### config.mk
export PLATFORM = sky130hd
export DESIGN_NAME = task_dispatch_priority_queue
export DESIGN_NICKNAME = d
export VERILOG_FILES = /design/src/rtl/tdpq_pkg.sv /design/src/rtl/tdpq_front.sv /design/src/rtl/tdpq_cmd_fifo.sv /design/src/rtl/tdpq_back.sv /design/src/rtl/task_dispatch_priority_queue.sv
export SDC_FILE = /design/constraint.sdc
export NUM_CORES = 1
export LEC_CHECK = 0
export ABC_AREA = 1
export BUFFER_PORTS_ARGS = -buffer_cell sky130_fd_sc_hd__buf_4
export CORE_MARGIN = 4
export CORE_UTILIZATION = 67
export DETAILED_ROUTE_END_ITERATION = 16
export PLACE_DENSITY = 0.92
export RECOVER_POWER = 50
export SLEW_MARGIN = 10
export SYNTH_ARGS = -nofsm -noshare
export SYNTH_HDL_FRONTEND = slang
export SYNTH_SLANG_ARGS = --single-unit
### constraint.sdc
create_clock -name clk -period 13.95 [get_ports clk]
set_clock_uncertainty 0.2 [all_clocks]
set_input_delay 1.395 -clock clk [delete_from_list [all_inputs] [get_ports clk]]
set_output_delay 1.395 -clock clk [all_outputs]
set_load 0.01 [all_outputs]
### src/rtl/tdpq_pkg.sv
// ----------------------------------------------------------------------------
// tdpq_pkg: shared types and constants of the task dispatch priority queue
// Item and result layouts, command codes, status codes and state types.
// ----------------------------------------------------------------------------
`default_nettype none

package tdpq_pkg;

  localparam int MAX_WORKERS_DEF = 8;
  localparam int QUEUE_DEPTH_DEF = 8;
  localparam int CMDQ_DEPTH      = 2;

  localparam int TASK_W   = 16;
  localparam int PRIO_W   = 16;
  localparam int WORKER_W = 3;
  localparam int WCFG_W   = 4;

  typedef enum logic [1:0] {
    ST_DISPATCHED = 2'd0,
    ST_QUEUED     = 2'd1,
    ST_FULL       = 2'd2,
    ST_IDLE       = 2'd3
  } status_t;

  typedef enum logic [1:0] {
    CMD_SUBMIT = 2'd0,
    CMD_DONE   = 2'd1,
    CMD_STRAY  = 2'd2
  } cmd_kind_t;

  typedef enum logic {
    BK_FETCH = 1'b0,
    BK_EXEC  = 1'b1
  } back_state_t;

  typedef struct packed {
    logic                mode;
    logic [TASK_W-1:0]   task_id;
    logic [PRIO_W-1:0]   priority_req;
    logic [WORKER_W-1:0] worker;
  } item_t;

  typedef struct packed {
    status_t             status;
    logic [WORKER_W-1:0] dispatch_worker;
    logic [TASK_W-1:0]   dispatch_task;
    logic                finished_valid;
    logic [TASK_W-1:0]   finished_task;
  } result_t;

  typedef struct packed {
    cmd_kind_t           kind;
    logic [TASK_W-1:0]   task_id;
    logic [PRIO_W-1:0]   priority_req;
    logic [WORKER_W-1:0] worker;
  } cmd_t;

endpackage

`default_nettype wire

### src/rtl/tdpq_front.sv
// ----------------------------------------------------------------------------
// tdpq_front: command intake
// Accepts items, sorts them into submits, completions and stray completions,
// and pushes them into the command queue.
// ----------------------------------------------------------------------------
`default_nettype none

module tdpq_front #(
  parameter int MAX_WORKERS = tdpq_pkg::MAX_WORKERS_DEF
) (
  input  wire logic            start,
  input  wire tdpq_pkg::item_t item,
  input  wire logic            q_full,
  output logic                 busy,
  output logic                 push,
  output tdpq_pkg::cmd_t       cmd
);

  logic worker_ok;

  assign busy      = q_full;
  assign push      = start && !q_full;
  // A completion from a worker index beyond the pool can change nothing.
  assign worker_ok = int'(item.worker) < MAX_WORKERS;

  always_comb begin
    cmd.task_id      = item.task_id;
    cmd.priority_req = item.priority_req;
    cmd.worker       = item.worker;
    if (!item.mode) begin
      cmd.kind = tdpq_pkg::CMD_SUBMIT;
    end else if (worker_ok) begin
      cmd.kind = tdpq_pkg::CMD_DONE;
    end else begin
      cmd.kind = tdpq_pkg::CMD_STRAY;
    end
  end

endmodule

`default_nettype wire

### src/rtl/tdpq_cmd_fifo.sv
// ----------------------------------------------------------------------------
// tdpq_cmd_fifo: command queue between intake and execution
// A short first-in first-out queue so that either side can stall alone.
// ----------------------------------------------------------------------------
`default_nettype none

module tdpq_cmd_fifo (
  input  wire logic           clk,
  input  wire logic           rst,
  input  wire logic           push,
  input  wire tdpq_pkg::cmd_t push_cmd,
  input  wire logic           pop,
  output tdpq_pkg::cmd_t      head,
  output logic                empty,
  output logic                full
);

  localparam int DEPTH = tdpq_pkg::CMDQ_DEPTH;
  localparam int PW    = (DEPTH > 1) ? $clog2(DEPTH) : 1;
  localparam int FW    = $clog2(DEPTH + 1);

  tdpq_pkg::cmd_t slots [DEPTH];
  logic [PW-1:0]  wr_ptr;
  logic [PW-1:0]  rd_ptr;
  logic [FW-1:0]  fill;

  assign empty = (fill == '0);
  assign full  = (fill == FW'(DEPTH));
  assign head  = slots[rd_ptr];

  always_ff @(posedge clk) begin
    if (rst) begin
      wr_ptr <= '0;
      rd_ptr <= '0;
      fill   <= '0;
    end else begin
      if (push) begin
        wr_ptr <= (wr_ptr == PW'(DEPTH - 1)) ? '0 : wr_ptr + 1'b1;
      end
      if (pop) begin
        rd_ptr <= (rd_ptr == PW'(DEPTH - 1)) ? '0 : rd_ptr + 1'b1;
      end
      if (push && !pop) begin
        fill <= fill + 1'b1;
      end else if (pop && !push) begin
        fill <= fill - 1'b1;
      end
    end
  end

  always_ff @(posedge clk) begin
    if (push) begin
      slots[wr_ptr] <= push_cmd;
    end
  end

endmodule

`default_nettype wire

### src/rtl/tdpq_back.sv
// ----------------------------------------------------------------------------
// tdpq_back: command execution
// Holds the worker pool and the sorted wait queue, fetches and executes one
// command at a time and registers its result.
// ----------------------------------------------------------------------------
`default_nettype none

module tdpq_back #(
  parameter int MAX_WORKERS = tdpq_pkg::MAX_WORKERS_DEF,
  parameter int QUEUE_DEPTH = tdpq_pkg::QUEUE_DEPTH_DEF
) (
  input  wire logic                        clk,
  input  wire logic                        rst,
  input  wire logic [tdpq_pkg::WCFG_W-1:0] workers_in_use,
  input  wire tdpq_pkg::cmd_t              head,
  input  wire logic                        q_empty,
  output logic                             pop,
  output logic                             result_valid,
  output tdpq_pkg::result_t                result
);

  localparam int WIDX = (MAX_WORKERS > 1) ? $clog2(MAX_WORKERS) : 1;
  localparam int NW   = $clog2(MAX_WORKERS + 1);
  localparam int CW   = $clog2(QUEUE_DEPTH + 1);
  localparam int LW0  = (NW > CW) ? NW : CW;
  localparam int LW   = (LW0 > tdpq_pkg::WCFG_W) ? LW0 : tdpq_pkg::WCFG_W;
  localparam int WKW  = tdpq_pkg::WORKER_W;
  localparam int TW   = tdpq_pkg::TASK_W;
  localparam int PRW  = tdpq_pkg::PRIO_W;

  tdpq_pkg::back_state_t state, state_next;
  tdpq_pkg::cmd_t        cur;
  logic [TW-1:0]         rd_task;

  logic [MAX_WORKERS-1:0] worker_busy;
  logic [TW-1:0]          worker_task [MAX_WORKERS];

  // Wait queue held in descending priority order; the head is served next.
  logic [PRW-1:0] q_prio [QUEUE_DEPTH];
  logic [TW-1:0]  q_task [QUEUE_DEPTH];
  logic [CW-1:0]  q_count;

  logic [LW-1:0]  wiu_x;
  logic [LW-1:0]  n_act;
  logic [LW-1:0]  cap;
  logic [WIDX-1:0] idle_idx;
  logic            idle_found;
  logic [WIDX-1:0] cur_idx;
  logic [QUEUE_DEPTH-1:0] ahead;

  logic            do_insert;
  logic            do_pop;
  logic            set_busy;
  logic            clr_busy;
  logic            mem_we;
  logic [WIDX-1:0] mem_addr;
  logic [TW-1:0]   mem_wdata;
  tdpq_pkg::result_t res_next;

  assign cur_idx = WIDX'(cur.worker);

  // Active worker count and queue capacity, both clamped to what exists.
  always_comb begin
    wiu_x = LW'(workers_in_use);
    if (wiu_x == '0) begin
      n_act = LW'(1);
    end else if (wiu_x > LW'(MAX_WORKERS)) begin
      n_act = LW'(MAX_WORKERS);
    end else begin
      n_act = wiu_x;
    end
    if (n_act < LW'(4)) begin
      cap = LW'(4);
    end else if (n_act > LW'(QUEUE_DEPTH)) begin
      cap = LW'(QUEUE_DEPTH);
    end else begin
      cap = n_act;
    end
  end

  // Lowest-numbered idle worker among the active ones.
  always_comb begin
    idle_idx   = '0;
    idle_found = 1'b0;
    for (int i = MAX_WORKERS - 1; i >= 0; i--) begin
      if (!worker_busy[i] && (LW'(i) < n_act)) begin
        idle_idx   = WIDX'(i);
        idle_found = 1'b1;
      end
    end
  end

  // Entries that stay ahead of a new task: valid and of at least its priority.
  always_comb begin
    for (int i = 0; i < QUEUE_DEPTH; i++) begin
      ahead[i] = (CW'(i) < q_count) && (q_prio[i] >= cur.priority_req);
    end
  end

  always_comb begin
    state_next = state;
    pop        = 1'b0;
    do_insert  = 1'b0;
    do_pop     = 1'b0;
    set_busy   = 1'b0;
    clr_busy   = 1'b0;
    mem_we     = 1'b0;
    mem_addr   = cur_idx;
    mem_wdata  = q_task[0];
    res_next.status          = tdpq_pkg::ST_IDLE;
    res_next.dispatch_worker = '0;
    res_next.dispatch_task   = '0;
    res_next.finished_valid  = 1'b0;
    res_next.finished_task   = '0;
    case (state)
      tdpq_pkg::BK_FETCH: begin
        if (!q_empty) begin
          pop        = 1'b1;
          state_next = tdpq_pkg::BK_EXEC;
        end
      end
      tdpq_pkg::BK_EXEC: begin
        state_next = tdpq_pkg::BK_FETCH;
        case (cur.kind)
          tdpq_pkg::CMD_SUBMIT: begin
            if (idle_found) begin
              set_busy                 = 1'b1;
              mem_we                   = 1'b1;
              mem_addr                 = idle_idx;
              mem_wdata                = cur.task_id;
              res_next.status          = tdpq_pkg::ST_DISPATCHED;
              res_next.dispatch_worker = WKW'(idle_idx);
              res_next.dispatch_task   = cur.task_id;
            end else if (LW'(q_count) < cap) begin
              do_insert       = 1'b1;
              res_next.status = tdpq_pkg::ST_QUEUED;
            end else begin
              res_next.status = tdpq_pkg::ST_FULL;
            end
          end
          tdpq_pkg::CMD_DONE: begin
            if (worker_busy[cur_idx]) begin
              res_next.finished_valid = 1'b1;
              res_next.finished_task  = rd_task;
              // A worker beyond the active count retires instead of taking work.
              if ((LW'(cur.worker) < n_act) && (q_count != '0)) begin
                do_pop                   = 1'b1;
                mem_we                   = 1'b1;
                res_next.status          = tdpq_pkg::ST_DISPATCHED;
                res_next.dispatch_worker = cur.worker;
                res_next.dispatch_task   = q_task[0];
              end else begin
                clr_busy = 1'b1;
              end
            end
          end
          default: begin
          end
        endcase
      end
      default: begin
        state_next = tdpq_pkg::BK_FETCH;
      end
    endcase
  end

  always_ff @(posedge clk) begin
    if (rst) begin
      state        <= tdpq_pkg::BK_FETCH;
      worker_busy  <= '0;
      q_count      <= '0;
      result_valid <= 1'b0;
    end else begin
      state        <= state_next;
      result_valid <= (state == tdpq_pkg::BK_EXEC);
      if (set_busy) begin
        worker_busy[idle_idx] <= 1'b1;
      end
      if (clr_busy) begin
        worker_busy[cur_idx] <= 1'b0;
      end
      if (do_insert) begin
        q_count <= q_count + 1'b1;
      end else if (do_pop) begin
        q_count <= q_count - 1'b1;
      end
    end
  end

  always_ff @(posedge clk) begin
    if (pop) begin
      cur     <= head;
      rd_task <= worker_task[WIDX'(head.worker)];
    end
    if (mem_we) begin
      worker_task[mem_addr] <= mem_wdata;
    end
    if (state == tdpq_pkg::BK_EXEC) begin
      result <= res_next;
    end
  end

  // Sorted insert behind every entry of equal or higher priority, or a shift
  // towards the head when the head is handed out.
  always_ff @(posedge clk) begin
    for (int i = 0; i < QUEUE_DEPTH; i++) begin
      if (do_insert && (CW'(i) <= q_count) && !ahead[i]) begin
        if ((i == 0) || ahead[(i > 0) ? i - 1 : 0]) begin
          q_prio[i] <= cur.priority_req;
          q_task[i] <= cur.task_id;
        end else begin
          q_prio[i] <= q_prio[(i > 0) ? i - 1 : 0];
          q_task[i] <= q_task[(i > 0) ? i - 1 : 0];
        end
      end else if (do_pop && (i + 1 < QUEUE_DEPTH)) begin
        q_prio[i] <= q_prio[(i + 1 < QUEUE_DEPTH) ? i + 1 : i];
        q_task[i] <= q_task[(i + 1 < QUEUE_DEPTH) ? i + 1 : i];
      end
    end
  end

endmodule

`default_nettype wire

### src/rtl/task_dispatch_priority_queue.sv
// ----------------------------------------------------------------------------
// task_dispatch_priority_queue: worker pool dispatcher with a priority queue
// An accepted item waits in the command queue, is fetched and then executed
// by the execution unit, and its result is registered with the strobe.
// The execution unit fetches and executes each command around its worker task
// memory read and takes no new command until the last one is executed.
// Reset: all workers idle, wait queue empty, one active worker; results must
// be taken when strobed and busy flags a full command queue.
// ----------------------------------------------------------------------------
`default_nettype none

module task_dispatch_priority_queue #(
  parameter int MAX_WORKERS = tdpq_pkg::MAX_WORKERS_DEF,
  parameter int QUEUE_DEPTH = tdpq_pkg::QUEUE_DEPTH_DEF
) (
  input  wire logic                        clk,
  input  wire logic                        rst,
  input  wire logic                        cfg_we,
  input  wire logic [tdpq_pkg::WCFG_W-1:0] cfg_data,
  input  wire logic                        start,
  input  wire tdpq_pkg::item_t             item,
  output logic                             busy,
  output logic                             result_valid,
  output tdpq_pkg::result_t                result
);

  logic [tdpq_pkg::WCFG_W-1:0] workers_in_use;
  logic                        push;
  logic                        pop;
  logic                        q_empty;
  logic                        q_full;
  tdpq_pkg::cmd_t              push_cmd;
  tdpq_pkg::cmd_t              head;

  always_ff @(posedge clk) begin
    if (rst) begin
      workers_in_use <= tdpq_pkg::WCFG_W'(1);
    end else if (cfg_we) begin
      workers_in_use <= cfg_data;
    end
  end

  tdpq_front #(
    .MAX_WORKERS(MAX_WORKERS)
  ) u_front (
    .start  (start),
    .item   (item),
    .q_full (q_full),
    .busy   (busy),
    .push   (push),
    .cmd    (push_cmd)
  );

  tdpq_cmd_fifo u_fifo (
    .clk      (clk),
    .rst      (rst),
    .push     (push),
    .push_cmd (push_cmd),
    .pop      (pop),
    .head     (head),
    .empty    (q_empty),
    .full     (q_full)
  );

  tdpq_back #(
    .MAX_WORKERS(MAX_WORKERS),
    .QUEUE_DEPTH(QUEUE_DEPTH)
  ) u_back (
    .clk            (clk),
    .rst            (rst),
    .workers_in_use (workers_in_use),
    .head           (head),
    .q_empty        (q_empty),
    .pop            (pop),
    .result_valid   (result_valid),
    .result         (result)
  );

endmodule

`default_nettype wire

**Yosys cells after proc, flatten, opt, wreduce, memory -nomap -nowiden**

Memories as Yosys holds them, arrays and structs flattened. A register that Yosys moved wholly into a read port is not among the register bits.
Index checks and enable logic that the tools add are counted.

- Add/subtract/negate cells: 6
- $lt $le $gt $ge: 41
- Equality and inequality tests: 2
- Muxes and demuxes: 161
- Bitwise logic cells: 32
- Reduce and logical (&&, ||, !) cells: 64

Operator list:

| operator | count |
|---|---|
| 16-bit two-way mux | 31 |
| 16-bit >= comparator | 8 |
| 1-bit two-way mux | 97 |
| 21-bit case mux with 2 select lines | 1 |
| 1-bit logical AND | 38 |
| 38-bit two-way mux | 1 |
| 3-bit two-way mux | 11 |
| 3-bit by 4-bit < comparator with 1-bit output, first input constant | 8 |
| 1-bit OR | 28 |
| 4-bit two-way mux | 6 |
| 8-bit two-way mux | 3 |
| 21-bit two-way mux | 1 |
| 1-bit logical NOT | 19 |
| 19-bit two-way mux | 1 |
| 3-bit by 4-bit less-or-equal comparator with 1-bit output, first input constant | 4 |
| 1-bit by 4-bit < comparator with 1-bit output, first input constant | 4 |
| 2-bit by 4-bit < comparator with 1-bit output, first input constant | 4 |
| 8-bit AND | 1 |
| 4-bit greater-than comparator, second input constant | 2 |
| 1-bit by 4-bit less-or-equal comparator with 1-bit output, first input constant | 2 |
| 2-bit by 4-bit less-or-equal comparator with 1-bit output, first input constant | 2 |
| 3-bit by 4-bit < comparator with 1-bit output, second input constant | 2 |
| 2-bit two-way mux | 4 |
| 8-bit inverter | 1 |
| 21 further kinds | 27 |

- Flip-flop bits (word level): 97
- Memory bits (writable): 456
- Output and inout bits: 40
- Memories kept: 4

Memories:

| name | words | width | read ports | clocked after memory_dff | wr ports | RTL line | text |
|---|---|---|---|---|---|---|---|
| u_back.q_prio | 8 | 16 | 8 | 0 | 8 | tdpq_back.sv:39 | `logic [PRW-1:0] q_prio [QUEUE_DEPTH];` |
| u_back.q_task | 8 | 16 | 8 | 0 | 8 | tdpq_back.sv:40 | `logic [TW-1:0] q_task [QUEUE_DEPTH];` |
| u_back.worker_task | 8 | 16 | 1 | 1 | 1 | tdpq_back.sv:36 | `logic [TW-1:0] worker_task [MAX_WORKERS];` |
| u_fifo.slots | 2 | 36 | 1 | 1 | 1 | tdpq_cmd_fifo.sv:22 | `tdpq_pkg::cmd_t slots [DEPTH];` |

**Depth between registers and ports, before layout**

- Depth in word-level cells: 22
- Gate-level depth with buffers: 19
- Mapped depth without buffers: 19

**Cells and area by module**

Synthesis repeated with hierarchy kept, for this count alone.

- Cells, all modules: 2870
- Area, all modules: 28840.2 um^2

Modules (own cells, without submodules):

| module | instances | cells an instance | area an instance (um^2) | seq. area each (um^2) |
|---|---|---|---|---|
| tdpq_back | 1 | 2656 | 25316.8 | 14543.9 |
| tdpq_cmd_fifo | 1 | 148 | 3049.2 | 2322.2 |
| tdpq_front | 1 | 41 | 299.0 | 0.0 |
| task_dispatch_priority_queue | 1 | 25 | 175.2 | 80.1 |

**Least setup slack after synthesis**

OpenSTA, ideal clock, no wires.

- Kind: flip-flop to flip-flop
- From: reg u_back.state
- To: reg u_fifo.fill[1]
- Library setup time: 0.122 ns
- Arrival: 4.785 ns
- Required time: 13.628 ns
- Path slack: 8.843 ns
- Cell stages (with the launch flop): 9
- Buffers on the path: 1
- Cell sequence: dfxtp_1 buf_2 a21oi_1 inv_1 ha_1 a21oi_1 o21ai_0 o21ai_0 a21oi_1

- Word-level cells in the longest chain between the ends: 4
- Elaborated cells on any way between the ends: 6

RTL lines:

| what | RTL line | text |
|---|---|---|
| start: declaration | tdpq_back.sv:31 | `tdpq_pkg::back_state_t state, state_next;` |
| start signal: assignment | tdpq_back.sv:169 | `state <= tdpq_pkg::BK_FETCH;` |
| start signal: assignment | tdpq_back.sv:174 | `state <= state_next;` |
| 1-bit two-way mux * | tdpq_back.sv:115 | `case (state)` |
| net pop | task_dispatch_priority_queue.sv:29 | `logic pop;` |
| 1-bit logical NOT | tdpq_cmd_fifo.sv:43 | `if (push && !pop) begin` |
| 1-bit logical AND | tdpq_cmd_fifo.sv:43 |  |
| 2-bit two-way mux or 2-bit nonzero test (tied branches) | - |  |
| end signal: assignment | tdpq_cmd_fifo.sv:44 | `fill <= fill + 1'b1;` |
| end signal: assignment | tdpq_cmd_fifo.sv:46 | `fill <= fill - 1'b1;` |
| end: declaration | tdpq_cmd_fifo.sv:25 | `logic [FW-1:0] fill;` |

The timed path passes the listed nets; every way through them passes the cells marked *.
A chain may end at the register's enable or synchronous reset.

==> metrics.md <==
| Metric | Value |
|---|---|
| Hold wc startpoint | u_fifo.rd_ptr$_SDFFE_PP0P_ |
| TritonCTS clock tree | built |
| Post-route ant nets | 0 |
| Combinational family with the most area after synthesis | simple AND/OR/NAND/NOR gates |
| Avg Inst Size Synth | 9.65 um2 |
| Design area | 31300 um2 |
| Reg2Reg Depth | 8 |
| Post-synthesis compound-gate area fraction | 0.0681 |
| Port Buffer Count | 83 |
| Total GRT Usage | 0.345 |
| Synthesized Nets | 3157 |
| Synthesized instance count | 2975 |
| Post-synthesis mux area share | 0 |
| Synth cell types | 42 |
| Chip height | 215 um |
| Area Overhead vs Synth | 8.90% |
| Vias in the first global route | 22647 |
| Peak VDD IR | 0.209 mV |
| Worst-margin pin slew | 4.15 ns |
| Post-DP HPWL | 49.9 mm |
| Initial Utilization | 0.682 |
| Hold Vio Cnt, Final | 0 |
| Largest net degree at the start of global routing | 92 |
| Cell Pwr Density | 187 nW/um2 |
| Setup WS post-layout | 6.48 ns |
| RSZ-0062 raised after global routing | no |
| R2R Setup Slk | 6.48 ns |
| # rows | 75 |
| Initial antenna violation count | 0 |
| Post_cts resized | 0 |
| Clk_lat worst skew | 0.62 ns |
| Reg clk slew, reported paths | 0.07 ns |
| Post-CTS repair timing setup buffer count | 0 |
| Worst-path fanout max | 91 |
| Setup CP Type | reg -> reg |
| First-pass detailed-route iteration total | 8 |
| YS warnings | 0 |
| Post-DP Area | 29600 um2 |
| Routed WL | 81.5 mm |
| Min Tclk post-route | 7.47 ns |
| Register area share after synthesis | 0.587 |
| Most frequent cells in the layout | nand2_1 (913), edfxtp_1 (546), nand3_1 (294), nor2_1 (221), inv_1 (210) |
| Commonest non-fill, non-tap cell in the layout | nand2_1 |
| Post-synth EDFFs | 546 |
| Worst rel slew slack | -1.77 |
| Data required, critical path | 14.08 ns |
| Die W | 215 um |
| CTS root buf | clkbuf_16 |
| Antenna diodes | 0 |
| Nets | 3182 |
| CP Capture Type | flop |
| Hold path depth | 1 |
| Startpoint types | flop |
| H-tree lvl count | 2 |
| Worst Hold Class | reg -> reg |
| GRT overflow | 0 |
| Period utilisation layout | 0.535 |
| Ys flop type | edfxtp_1 |
| Residual DRC | 0 |
| Layout cell share with drive strength beyond 1 | 0.0683 |
| Final slew viol count | 379 |
| Via Count | 23289 |
| Post-CTS Hold Buffers | 0 |
| Clk sinks | 569 |
| Die area | 46200 um2 |
| RR Endpoint | u_back.q_prio[0][0]$_DFFE_PP_ |
| TritonCTS buffer count | 57 |
| First-pass GRT wire length | 125 mm |
| Mapped Area | 28700 um2 |
| Fmax | 134 MHz |
| Worst r2r src | u_back.state$_SDFF_PP0_ |
| Setup TNS | 0 ns |
| Routed len/inst | 22.7 um |
| Critical Path AT | 7.60 ns |
| Initial drt markers | 3294 |
| MaxCap Viol Count | 9 |
| Synthesized flop and latch total | 569 |
| Pre-CTS setup slack | 9.00 ns |
| Crit path launch | u_back.state$_SDFF_PP0_ |
| Post-synthesis adder-cell area fraction | 0.0601 |
| Final setup violation count | 0 |
| Synth Area in Simple Gates | 0.229 |
| Status | finished, violations left |
| Vias per cell | 6.50 |
| Clk buf depth | 3 |
| I/O pin count | 84 |
| Async set-reset flop share out of synthesis | 0 |
| Post-synthesis xor/xnor area fraction | 0.000610 |
| LEAKAGE | 12.6 nW |
| Failing checks | max-capacitance violations, max-slew violations |
| Core area | 42100 um2 |
| RePlAce Congestion | 0.955 |
power breakdown:
part | leakage (nW) | internal (mW) | switching [mW] | total, mW
Clock | 0.979 | 1.00 | 0.674 | 1.68
Combinational | 6.49 | 0.542 | 1.24 | 1.78
Sequential | 5.17 | 2.27 | 0.107 | 2.38
Total | 12.6 | 3.81 | 2.02 | 5.83
logic make-up after synthesis:
| group | count (synthesis) |
|---|---|
| buf+inv | 365 |
| fa+ha+maj | 138 |
| xor+xnor | 2 |
| flops | 569 |
| compound gates | 350 |
| simple gates | 1551 |
metal layers:
layer	vias up	track usage	share of wire	wire [um]
met5	-	0	0	0
met1	10904	0.444	0.35	28800
met2	1817	0.568	0.47	38600
met4	0	0.161	0.048	3940
met3	326	0.0737	0.12	10200
li1	10242	-	-	-
worst max path at each step:
stage	endpoint	slack, ns	cells past startpoint
detailed placement	u_back.q_prio[1][40]$_DFFE_PP_	9.00	11
finish	u_back.q_prio[0][0]$_DFFE_PP_	6.48	8
CTS	u_back.q_task[1][42]$_DFFE_PP_	8.89	11
global placement	u_back.q_task[1][37]$_DFFE_PP_	9.12	13
global route	u_back.q_prio[1][34]$_DFFE_PP_	6.08	9
floorplan	u_fifo.fill[1]$_SDFFE_PP0P_	8.84	8
layout make-up:
| cell class | instances | area, um2 |
|---|---|---|
| inverters | 219 | 823 |
| clock inverters | 40 | 547 |
| fillers | 2805 | 10900 |
| repair buffers | 112 | 574 |
| flip-flops and latches | 569 | 16900 |
| clock buffers | 65 | 1480 |
| multi-input cells | 2041 | 10300 |
| well taps | 539 | 674 |
cells in the mapped netlist (all sizes together) (17+ instances only):
cell type / instances / area (um2)
nor2: 230 / 926
a21oi: 89 / 457
nor3: 19 / 111
dfxtp: 23 / 460
o22ai: 19 / 119
o21ai: 210 / 1160
clkbuf: 76 / 285
a31oi: 17 / 106
buf: 70 / 472
edfxtp: 546 / 16400
inv: 218 / 818
nand3: 301 / 1560
ha: 138 / 1730
nand4: 71 / 459
nand2: 924 / 3490
state kept, by name, indices dropped and copies added (netlist names), named ones only:
name,count
u_back.worker_task,128
u_back.worker_busy,8
u_back.result_valid,1
u_back.q_count,4
u_back.cur_idx,3
workers_in_use,4
u_back.q_prio,128
u_back.q_task,128
u_back.state,1
u_back.result,38
u_back.cur,33
u_fifo.fill,2
u_fifo.slots,72
u_back.rd_task,16
u_fifo.wr_ptr,1
u_fifo.rd_ptr,1
worst max-delay path: stages, from the launching register on:
cell,delay [ns]
dfxtp_2,0.31
clkbuf_1,2.00
nand3_1,0.55
nor2_4,0.24
clkbuf_1,1.55
buf_4,0.94
buf_4,0.76
nor2_1,0.27
o21bai_1,0.25
per-stage QoR:
stage           util  power (mW)  hold slack, ns  instances
2_1_floorplan      -        3.57           0.226       2975
3_3_place_gp   0.702        4.03           0.234       3480
3_5_place_dp   0.702        4.14           0.266       3480
4_1_cts        0.750        5.81           0.296       3585
5_1_grt        0.742        6.13           0.315       3585
6_report       0.742        5.83           0.299       3585
(Power assumes the default switching activity.)
